**src/hw/rtl/dcglcd_pkg.sv**
```systemverilog
// Package: panel geometry, controller command codes, request codes and result type.
package dcglcd_pkg;

   localparam int PANEL_COLUMNS = 128;
   localparam int HALF_COLUMNS  = 64;
   localparam int BURST_DEPTH   = 4;

   localparam logic [7:0] CMD_PAGE       = 8'hB8;
   localparam logic [7:0] CMD_COLUMN     = 8'h40;
   localparam logic [7:0] CMD_START_LINE = 8'hC0;
   localparam logic [7:0] CMD_DISPLAY_ON = 8'h3F;
   localparam logic [7:0] PAGE_MASK      = 8'h07;
   localparam logic [7:0] OFFSET_MASK    = 8'h3F;

   localparam logic CHIP_LEFT  = 1'b0;
   localparam logic CHIP_RIGHT = 1'b1;
   localparam logic RS_CMD     = 1'b0;
   localparam logic RS_DATA    = 1'b1;

   typedef enum logic [1:0] {
      REQ_INIT  = 2'd0,
      REQ_START = 2'd1,
      REQ_CONT  = 2'd2
   } req_code_type;

   typedef struct packed {
      logic       chip_select;
      logic       reg_select;
      logic [7:0] bus_byte;
      logic       error_flag;
      logic       last;
   } rsp_item_type;

   function automatic logic chip_of(input logic [7:0] col);
      return ({1'b0, col} >= 9'(HALF_COLUMNS)) ? CHIP_RIGHT : CHIP_LEFT;
   endfunction

   function automatic logic [7:0] col_cmd(input logic [7:0] col);
      logic [7:0] off;
      off = chip_of(col) ? (col - 8'(HALF_COLUMNS)) : col;
      return CMD_COLUMN | (off & OFFSET_MASK);
   endfunction

   function automatic logic [7:0] page_cmd(input logic [2:0] pg);
      return CMD_PAGE | ({5'd0, pg} & PAGE_MASK);
   endfunction

   function automatic rsp_item_type make_item(input logic chip, input logic rs,
                                              input logic [7:0] byte_val,
                                              input logic err, input logic fin);
      rsp_item_type it;
      it.chip_select = chip;
      it.reg_select  = rs;
      it.bus_byte    = byte_val;
      it.error_flag  = err;
      it.last        = fin;
      return it;
   endfunction

endpackage

```
**src/hw/rtl/dcglcd_if.sv**
```systemverilog
// Valid/ready channel interfaces for write requests and controller transactions.
interface dcglcd_req_if;
   logic       valid;
   logic       ready;
   logic [1:0] req_type;
   logic [2:0] page;
   logic [7:0] column;
   logic [7:0] data_byte;

   modport source (output valid, output req_type, output page, output column,
                   output data_byte, input ready);
   modport sink   (input valid, input req_type, input page, input column,
                   input data_byte, output ready);
endinterface

interface dcglcd_rsp_if;
   logic       valid;
   logic       ready;
   logic       chip_select;
   logic       reg_select;
   logic [7:0] bus_byte;
   logic       error_flag;
   logic       last;

   modport source (output valid, output chip_select, output reg_select, output bus_byte,
                   output error_flag, output last, input ready);
   modport sink   (input valid, input chip_select, input reg_select, input bus_byte,
                   input error_flag, input last, output ready);
endinterface

```
**src/hw/rtl/dual_chip_glcd_write_sequencer_top.sv**
```systemverilog
// Two-controller graphic LCD write sequencer: requests in, controller transactions out.
//
//  channel    dir  handshake            payload
//  req_chan   in   valid/ready          req_type, page, column, data_byte
//  rsp_chan   out  valid/ready          chip_select, reg_select, bus_byte, error_flag, last
//
// A request is decoded in its accept cycle into a burst register of up to four
// transactions; one transaction per cycle moves into the output register while it is free.
// An item yields 1 to 4 transactions, all sent through the single output register;
// some items yield no transaction at all.
// The next request is taken in the cycle its predecessor's final transaction leaves the burst register.
// Synchronous reset closes any run and empties burst and output registers.
module dual_chip_glcd_write_sequencer_top (
   input  logic               clock,
   input  logic               reset,
   dcglcd_req_if.sink         req_chan,
   dcglcd_rsp_if.source       rsp_chan
);

   dcglcd_pkg::rsp_item_type burst_ff [dcglcd_pkg::BURST_DEPTH];
   dcglcd_pkg::rsp_item_type burst_in [dcglcd_pkg::BURST_DEPTH];
   logic [2:0]               burst_cnt_ff, burst_cnt_in;
   dcglcd_pkg::rsp_item_type rsp_item_ff, rsp_item_in;
   logic                     rsp_valid_ff, rsp_valid_in;
   logic                     run_active_ff, run_active_in;
   logic [2:0]               current_page_ff, current_page_in;
   logic [7:0]               current_column_ff, current_column_in;

   logic out_free;
   logic pop;
   logic accept;

   assign out_free = !rsp_valid_ff || rsp_chan.ready;
   assign pop      = (burst_cnt_ff != 3'd0) && out_free;
   assign req_chan.ready = (burst_cnt_ff == 3'd0) || ((burst_cnt_ff == 3'd1) && out_free);
   assign accept   = req_chan.valid && req_chan.ready;

   always_comb begin
      logic [7:0] adv_col;
      logic [8:0] next9;
      logic       chip;
      burst_in          = burst_ff;
      burst_cnt_in      = burst_cnt_ff;
      run_active_in     = run_active_ff;
      current_page_in   = current_page_ff;
      current_column_in = current_column_ff;
      adv_col           = current_column_ff;
      chip              = dcglcd_pkg::CHIP_LEFT;
      next9             = '0;

      if (pop) begin
         for (int i = 0; i < dcglcd_pkg::BURST_DEPTH - 1; i++) begin
            burst_in[i] = burst_ff[i + 1];
         end
         burst_in[dcglcd_pkg::BURST_DEPTH - 1] = '0;
         burst_cnt_in = burst_cnt_ff - 3'd1;
      end

      if (accept) begin
         unique case (dcglcd_pkg::req_code_type'(req_chan.req_type))
            dcglcd_pkg::REQ_INIT: begin
               burst_in[0] = dcglcd_pkg::make_item(dcglcd_pkg::CHIP_LEFT, dcglcd_pkg::RS_CMD,
                                dcglcd_pkg::CMD_START_LINE, 1'b0, 1'b0);
               burst_in[1] = dcglcd_pkg::make_item(dcglcd_pkg::CHIP_RIGHT, dcglcd_pkg::RS_CMD,
                                dcglcd_pkg::CMD_START_LINE, 1'b0, 1'b0);
               burst_in[2] = dcglcd_pkg::make_item(dcglcd_pkg::CHIP_LEFT, dcglcd_pkg::RS_CMD,
                                dcglcd_pkg::CMD_DISPLAY_ON, 1'b0, 1'b0);
               burst_in[3] = dcglcd_pkg::make_item(dcglcd_pkg::CHIP_RIGHT, dcglcd_pkg::RS_CMD,
                                dcglcd_pkg::CMD_DISPLAY_ON, 1'b0, 1'b1);
               burst_cnt_in  = 3'd4;
               run_active_in = 1'b0;
            end
            dcglcd_pkg::REQ_START: begin
               if ({1'b0, req_chan.column} >= 9'(dcglcd_pkg::PANEL_COLUMNS)) begin
                  burst_in[0]   = dcglcd_pkg::make_item(1'b0, 1'b0, 8'd0, 1'b1, 1'b1);
                  burst_cnt_in  = 3'd1;
                  run_active_in = 1'b0;
               end else begin
                  chip        = dcglcd_pkg::chip_of(req_chan.column);
                  burst_in[0] = dcglcd_pkg::make_item(chip, dcglcd_pkg::RS_CMD,
                                   dcglcd_pkg::page_cmd(req_chan.page), 1'b0, 1'b0);
                  burst_in[1] = dcglcd_pkg::make_item(chip, dcglcd_pkg::RS_CMD,
                                   dcglcd_pkg::col_cmd(req_chan.column), 1'b0, 1'b0);
                  burst_in[2] = dcglcd_pkg::make_item(chip, dcglcd_pkg::RS_DATA,
                                   req_chan.data_byte, 1'b0, 1'b1);
                  burst_cnt_in    = 3'd3;
                  current_page_in = req_chan.page;
                  run_active_in   = 1'b1;
                  adv_col         = req_chan.column;
                  next9           = {1'b0, adv_col} + 9'd1;
                  if (next9 >= 9'(dcglcd_pkg::PANEL_COLUMNS)) begin
                     run_active_in     = 1'b0;
                     current_column_in = 8'd0;
                  end else begin
                     current_column_in = next9[7:0];
                  end
               end
            end
            dcglcd_pkg::REQ_CONT: begin
               if (run_active_ff) begin
                  chip = dcglcd_pkg::chip_of(current_column_ff);
                  if ({1'b0, current_column_ff} == 9'(dcglcd_pkg::HALF_COLUMNS)) begin
                     burst_in[0] = dcglcd_pkg::make_item(chip, dcglcd_pkg::RS_CMD,
                                      dcglcd_pkg::page_cmd(current_page_ff), 1'b0, 1'b0);
                     burst_in[1] = dcglcd_pkg::make_item(chip, dcglcd_pkg::RS_CMD,
                                      dcglcd_pkg::col_cmd(current_column_ff), 1'b0, 1'b0);
                     burst_in[2] = dcglcd_pkg::make_item(chip, dcglcd_pkg::RS_DATA,
                                      req_chan.data_byte, 1'b0, 1'b1);
                     burst_cnt_in = 3'd3;
                  end else begin
                     burst_in[0] = dcglcd_pkg::make_item(chip, dcglcd_pkg::RS_DATA,
                                      req_chan.data_byte, 1'b0, 1'b1);
                     burst_cnt_in = 3'd1;
                  end
                  next9 = {1'b0, adv_col} + 9'd1;
                  if (next9 >= 9'(dcglcd_pkg::PANEL_COLUMNS)) begin
                     run_active_in     = 1'b0;
                     current_column_in = 8'd0;
                  end else begin
                     current_column_in = next9[7:0];
                  end
               end
            end
            default: begin
            end
         endcase
      end
   end

   always_comb begin
      rsp_valid_in = rsp_valid_ff;
      rsp_item_in  = rsp_item_ff;
      if (out_free) begin
         rsp_valid_in = pop;
         if (pop) begin
            rsp_item_in = burst_ff[0];
         end
      end
   end

   always_ff @(posedge clock) begin
      burst_ff    <= burst_in;
      rsp_item_ff <= rsp_item_in;
      if (reset) begin
         burst_cnt_ff      <= 3'd0;
         rsp_valid_ff      <= 1'b0;
         run_active_ff     <= 1'b0;
         current_page_ff   <= 3'd0;
         current_column_ff <= 8'd0;
      end else begin
         burst_cnt_ff      <= burst_cnt_in;
         rsp_valid_ff      <= rsp_valid_in;
         run_active_ff     <= run_active_in;
         current_page_ff   <= current_page_in;
         current_column_ff <= current_column_in;
      end
   end

   assign rsp_chan.valid       = rsp_valid_ff;
   assign rsp_chan.chip_select = rsp_item_ff.chip_select;
   assign rsp_chan.reg_select  = rsp_item_ff.reg_select;
   assign rsp_chan.bus_byte    = rsp_item_ff.bus_byte;
   assign rsp_chan.error_flag  = rsp_item_ff.error_flag;
   assign rsp_chan.last        = rsp_item_ff.last;

   a_burst_bound: assert property (@(posedge clock) disable iff (reset)
      burst_cnt_ff <= 3'(dcglcd_pkg::BURST_DEPTH))
      else $error("burst count exceeds depth");

   a_column_in_panel: assert property (@(posedge clock) disable iff (reset)
      {1'b0, current_column_ff} < 9'(dcglcd_pkg::PANEL_COLUMNS))
      else $error("run column outside panel");

   a_error_shape: assert property (@(posedge clock) disable iff (reset)
      rsp_valid_ff && rsp_item_ff.error_flag |->
         rsp_item_ff.last && (rsp_item_ff.bus_byte == 8'd0) && !rsp_item_ff.reg_select)
      else $error("malformed error transaction");

   a_bad_start_closes: assert property (@(posedge clock) disable iff (reset)
      accept && (req_chan.req_type == dcglcd_pkg::REQ_START) &&
         ({1'b0, req_chan.column} >= 9'(dcglcd_pkg::PANEL_COLUMNS))
      |=> !run_active_ff && (burst_cnt_ff == 3'd1))
      else $error("bad start column left a run open");

endmodule
```
**src/flat_wrapper.sv**
```systemverilog
// flat-port wrapper written by rule: the top's interface ports become plain ports
module dual_chip_glcd_write_sequencer_top_flat 
  (clock, reset, req_chan_valid, req_chan_req_type, req_chan_page, req_chan_column, req_chan_data_byte, req_chan_ready, rsp_chan_valid, rsp_chan_chip_select, rsp_chan_reg_select, rsp_chan_bus_byte, rsp_chan_error_flag, rsp_chan_last, rsp_chan_ready);
  dcglcd_req_if req_chan_i ();
  dcglcd_rsp_if rsp_chan_i ();
  input  logic clock;
  input  logic reset;
  input wire logic [$bits(req_chan_i.valid)-1:0] req_chan_valid;
  input wire logic [$bits(req_chan_i.req_type)-1:0] req_chan_req_type;
  input wire logic [$bits(req_chan_i.page)-1:0] req_chan_page;
  input wire logic [$bits(req_chan_i.column)-1:0] req_chan_column;
  input wire logic [$bits(req_chan_i.data_byte)-1:0] req_chan_data_byte;
  output wire logic [$bits(req_chan_i.ready)-1:0] req_chan_ready;
  output wire logic [$bits(rsp_chan_i.valid)-1:0] rsp_chan_valid;
  output wire logic [$bits(rsp_chan_i.chip_select)-1:0] rsp_chan_chip_select;
  output wire logic [$bits(rsp_chan_i.reg_select)-1:0] rsp_chan_reg_select;
  output wire logic [$bits(rsp_chan_i.bus_byte)-1:0] rsp_chan_bus_byte;
  output wire logic [$bits(rsp_chan_i.error_flag)-1:0] rsp_chan_error_flag;
  output wire logic [$bits(rsp_chan_i.last)-1:0] rsp_chan_last;
  input wire logic [$bits(rsp_chan_i.ready)-1:0] rsp_chan_ready;
  assign req_chan_i.valid = req_chan_valid;
  assign req_chan_i.req_type = req_chan_req_type;
  assign req_chan_i.page = req_chan_page;
  assign req_chan_i.column = req_chan_column;
  assign req_chan_i.data_byte = req_chan_data_byte;
  assign req_chan_ready = req_chan_i.ready;
  assign rsp_chan_valid = rsp_chan_i.valid;
  assign rsp_chan_chip_select = rsp_chan_i.chip_select;
  assign rsp_chan_reg_select = rsp_chan_i.reg_select;
  assign rsp_chan_bus_byte = rsp_chan_i.bus_byte;
  assign rsp_chan_error_flag = rsp_chan_i.error_flag;
  assign rsp_chan_last = rsp_chan_i.last;
  assign rsp_chan_i.ready = rsp_chan_ready;
  dual_chip_glcd_write_sequencer_top u_core (.clock(clock), .reset(reset), .req_chan(req_chan_i), .rsp_chan(rsp_chan_i));
endmodule
```
**config.mk**
```make
export PLATFORM = sky130hd
export DESIGN_NAME = dual_chip_glcd_write_sequencer_top_flat
export DESIGN_NICKNAME = d
export VERILOG_FILES = /design/src/hw/rtl/dcglcd_pkg.sv /design/src/hw/rtl/dcglcd_if.sv /design/src/hw/rtl/dual_chip_glcd_write_sequencer_top.sv /design/src/flat_wrapper.sv
export SDC_FILE = /design/constraint.sdc
export NUM_CORES = 1
export LEC_CHECK = 0
export ABC_AREA = 0
export BUFFER_PORTS_ARGS = -buffer_cell sky130_fd_sc_hd__buf_2
export CAP_MARGIN = 10
export CORE_MARGIN = 2
export CORE_UTILIZATION = 30
export CTS_CLUSTER_SIZE = 8
export DETAILED_ROUTE_END_ITERATION = 10
export MAX_ROUTING_LAYER = met4
export PLACE_DENSITY = 0.5
export SLEW_MARGIN = 25
export SYNTH_ARGS = -nofsm -noshare
export SYNTH_HDL_FRONTEND = slang
export SYNTH_SLANG_ARGS = --single-unit
export TNS_END_PERCENT = 1
```
**constraint.sdc**
```tcl
create_clock -name clock -period 2.1 [get_ports clock]
set_clock_uncertainty 0.2 [all_clocks]
set_input_delay 0.315 -clock clock [delete_from_list [all_inputs] [get_ports clock]]
set_output_delay 0.315 -clock clock [all_outputs]
set_load 0.02 [all_outputs]
```
==> out/qor.txt <==
Hold path startpoint = req_chan_data_byte[6]
Drt first-iter violations = 206
R2r setup slk = 0.09 ns
Antenna Violating Nets Remaining = 0
Slew HR = 67.6%
Worst skew pair latency = 0.34 ns
Crit Path Max Fanout = 5
Max Cap Viol = 0
# IOs = 39
Worst-case vdd ir drop = 0.450 mV
Final Max Tran Viols = 0
Setup violators final = 0
Avg Inst Size Synth = 9.09 um2
First-pass GRT wire length = 16400 um
Routability-driven placement congestion ratio = 0.849
Register area share after synthesis = 46.1%
Endpoints failing hold = 0
# nets final = 517
Total track usage = 17.2%
Non-filler cells, final = 629
Clock Pin Slew Worst Setup and Hold Paths = 0.06 ns
Fmax = 0.486 GHz
Port bufs = 38
Status = complete, but fails checks
Fin area = 0.00477 mm2
Die width = 113 um
Setup crit start kind = flop
Vias in the first global route = 3108
Worst Tran Pin Value = 0.481 ns
Largest net degree at the start of global routing = 29
TritonCTS clock tree = yes
DR vias/cell = 5.05
Drt first pass iters = 8
Fin crit share = 97.9%
Share of cells above drive strength 1 = 27.8%
CTS max path bufs = 2
Fill cells = 1109
Worst reg2reg path endpoint = u_core.burst_ff[36]
Tmin final = 2.06 ns
Number of flops mapped to enable cells by yosys = 12
Synth Flop Type = dfxtp_1
Gate Count Post-Synth = 392
Die area = 0.0128 mm2
Total core area = 0.0115 mm2
Data arrival, critical path = 1.54 ns
Root Driver = clkbuf_16
Worst Hold Depth = 2
Syn_nets = 428
Crit Path Class = flop to output pin
Vias post-DR = 3176
Leakage power = 2.05 nW
ANT cells = 0
R2R cell count = 8
Post-synthesis cell area = 0.00356 mm2
Placement Cell Area = 0.00431 mm2
Failing checks = design-rule violations
Setup_tns = 0 ns
Worst Hold Class = primary input to flop
Detail Placement HPWL = 7600 um
Ys async rst share = 0%
Most common cell after layout, fill and taps aside = nand2_1
Crit end category = output pin
Row Count = 39
GRT overflow = 0
Cell area power density = 1320 mW/mm2
Routed len/inst = 16.3 um
Required @ worst endpoint = 1.58 ns
H-tree depth = 3
Clk sinks = 76
Library cells used by synthesis = 53
Area growth syn-to-layout = 33.7%
Initial antenna violation count = 0
R2R Path Start = u_core.current_column_ff[0]
Highest-count cells in the layout ignoring fill and taps = nand2_1 (70), dfxtp_1 (59), buf_4 (48)
Unrepaired setup endpoints after global routing = yes
Final wirelength = 10300 um
Placed cells = 605
Hold Path End = u_core.burst_ff[20]
Synth Register Bits = 76
Synth warn = 0
Starting Density = 30.9%
DRC viols = 3
Number of buffers created by CTS = 9
Vert. Die Dim = 113 um
## metal layers
layer	track usage, %	vias up	routed length, um
li1	-	1595	-
met1	20.9	1507	4770
met2	28.1	63	4940
met3	3.70	11	426
met4	6.50	0	136
met5	-	-	0
## flip-flops by register name, indices dropped and copies added (netlist names)
register	cells
u_core.burst_cnt_ff	3
u_core.rsp_chan.bus_byte	8
u_core.current_column_ff	8
u_core.burst_ff	48
u_core.rsp_chan.reg_select	1
u_core.rsp_chan.chip_select	1
u_core.rsp_chan.error_flag	1
u_core.rsp_chan.last	1
u_core.rsp_chan.valid	1
u_core.run_active_ff	1
u_core.current_page_ff	3
## per-stage QoR
step / setup slack, ns / hold WS (ns) / util (%) / power, mW
detailed placement: -0.0667 / 0.214 / 37.4 / 4.65
global route: -0.0408 / 0.0205 / 41.4 / 6.70
finish: 0.0440 / 0.0113 / 41.4 / 6.31
global placement: -0.0360 / 0.215 / 37.4 / 4.63
floorplan: -0.0133 / 0.208 / - / 3.67
CTS: -0.0215 / 0.000685 / 40.7 / 6.29
## cell families after synthesis
group / after synthesis / synth area share (%)
AND/OR/NAND/NOR: 139 / 19.2
AO/OA/AOI/OAI: 98 / 18.4
flip-flops: 76 / 46.1
buffers and inverters: 39 / 4.46
multiplexers: 23 / 6.46
adder cells (fa/ha/maj): 11 / 3.86
XOR/XNOR: 6 / 1.47
## worst max-delay path by stage
| stage | start | slack [ns] | endpoint | cells past startpoint |
|---|---|---|---|---|
| finish | u_core.burst_cnt_ff[1] | 0.04 | req_chan_ready | 7 |
| floorplan | u_core.burst_cnt_ff[0] | -0.01 | u_core.burst_ff[36] | 9 |
| CTS | u_core.burst_cnt_ff[0] | -0.02 | u_core.current_column_ff[3] | 8 |
| global route | u_core.burst_cnt_ff[1] | -0.04 | req_chan_ready | 7 |
| global placement | req_chan_req_type[0] | -0.04 | u_core.current_column_ff[3] | 8 |
| detailed placement | req_chan_req_type[0] | -0.07 | u_core.current_column_ff[3] | 8 |
## synth_stat cells (2+ instances only)
master     count  area, um2
nand2_1       70        263
dfxtp_1       64       1280
a21oi_1       29        145
mux2i_1       23        230
inv_1         18       67.6
o21ai_0       16       80.1
nor2_1        14       52.6
clkbuf_1      12       45.0
edfxtp_1      12        360
ha_1          11        138
nor3_1        10       50.1
a211o_1        9       78.8
nand3_1        9       45.0
and3_1         8       50.1
buf_2          7       35.0
o22ai_1        7       43.8
o2bb2ai_1      6       52.6
a31oi_1        5       31.3
nand4_1        4       25.0
a211oi_1       3       22.5
a32oi_1        3       26.3
and2_1         3       18.8
and4_1         3       26.3
nand2b_1       3       18.8
or4_1          3       22.5
xnor2_1        3       26.3
xor2_1         3       26.3
a21o_1         2       15.0
a221o_1        2       20.0
a22oi_1        2       15.0
nor2b_1        2       12.5
nor4_1         2       12.5
o211ai_1       2       15.0
o32ai_1        2       17.5
or2_2          2       12.5
## worst max-delay path: stages (launching register included)
cell	delay (ns)
dfxtp_2	0.33
inv_2	0.06
ha_4	0.15
nor2b_4	0.13
a31oi_4	0.22
inv_2	0.07
buf_6	0.13
buf_6	0.12
## where the power goes
part	total [mW]	internal, mW	switching (mW)	leakage [nW]
sequential	2.17	1.98	0.187	0.646
clock	1.55	0.920	0.631	0.139
combinational	2.59	1.17	1.42	1.27
## what timing repair did
action / 4_1_cts / 5_1_grt
pin swaps: 0 / 8
resized for setup: 9 / 18
buffers inserted: 1 / 1
hold buffers: 6 / 0
setup endpoints to repair: 16 / 37
endpoints found under the hold margin: 6 / 0
## final cells by class
| class | instances | area (um2) | share of cell area, % |
|---|---|---|---|
| clock inverters | 6 | 63.8 | 1.34 |
| clock buffers | 10 | 229 | 4.80 |
| inverters | 18 | 67.6 | 1.42 |
| repair buffers | 99 | 739 | 15.5 |
| flip-flops and latches | 76 | 1650 | 34.6 |
| well taps | 143 | 179 | 3.75 |
| multi-input cells | 277 | 1840 | 38.6 |
Note: power is estimated with default switching activity, not from simulation.
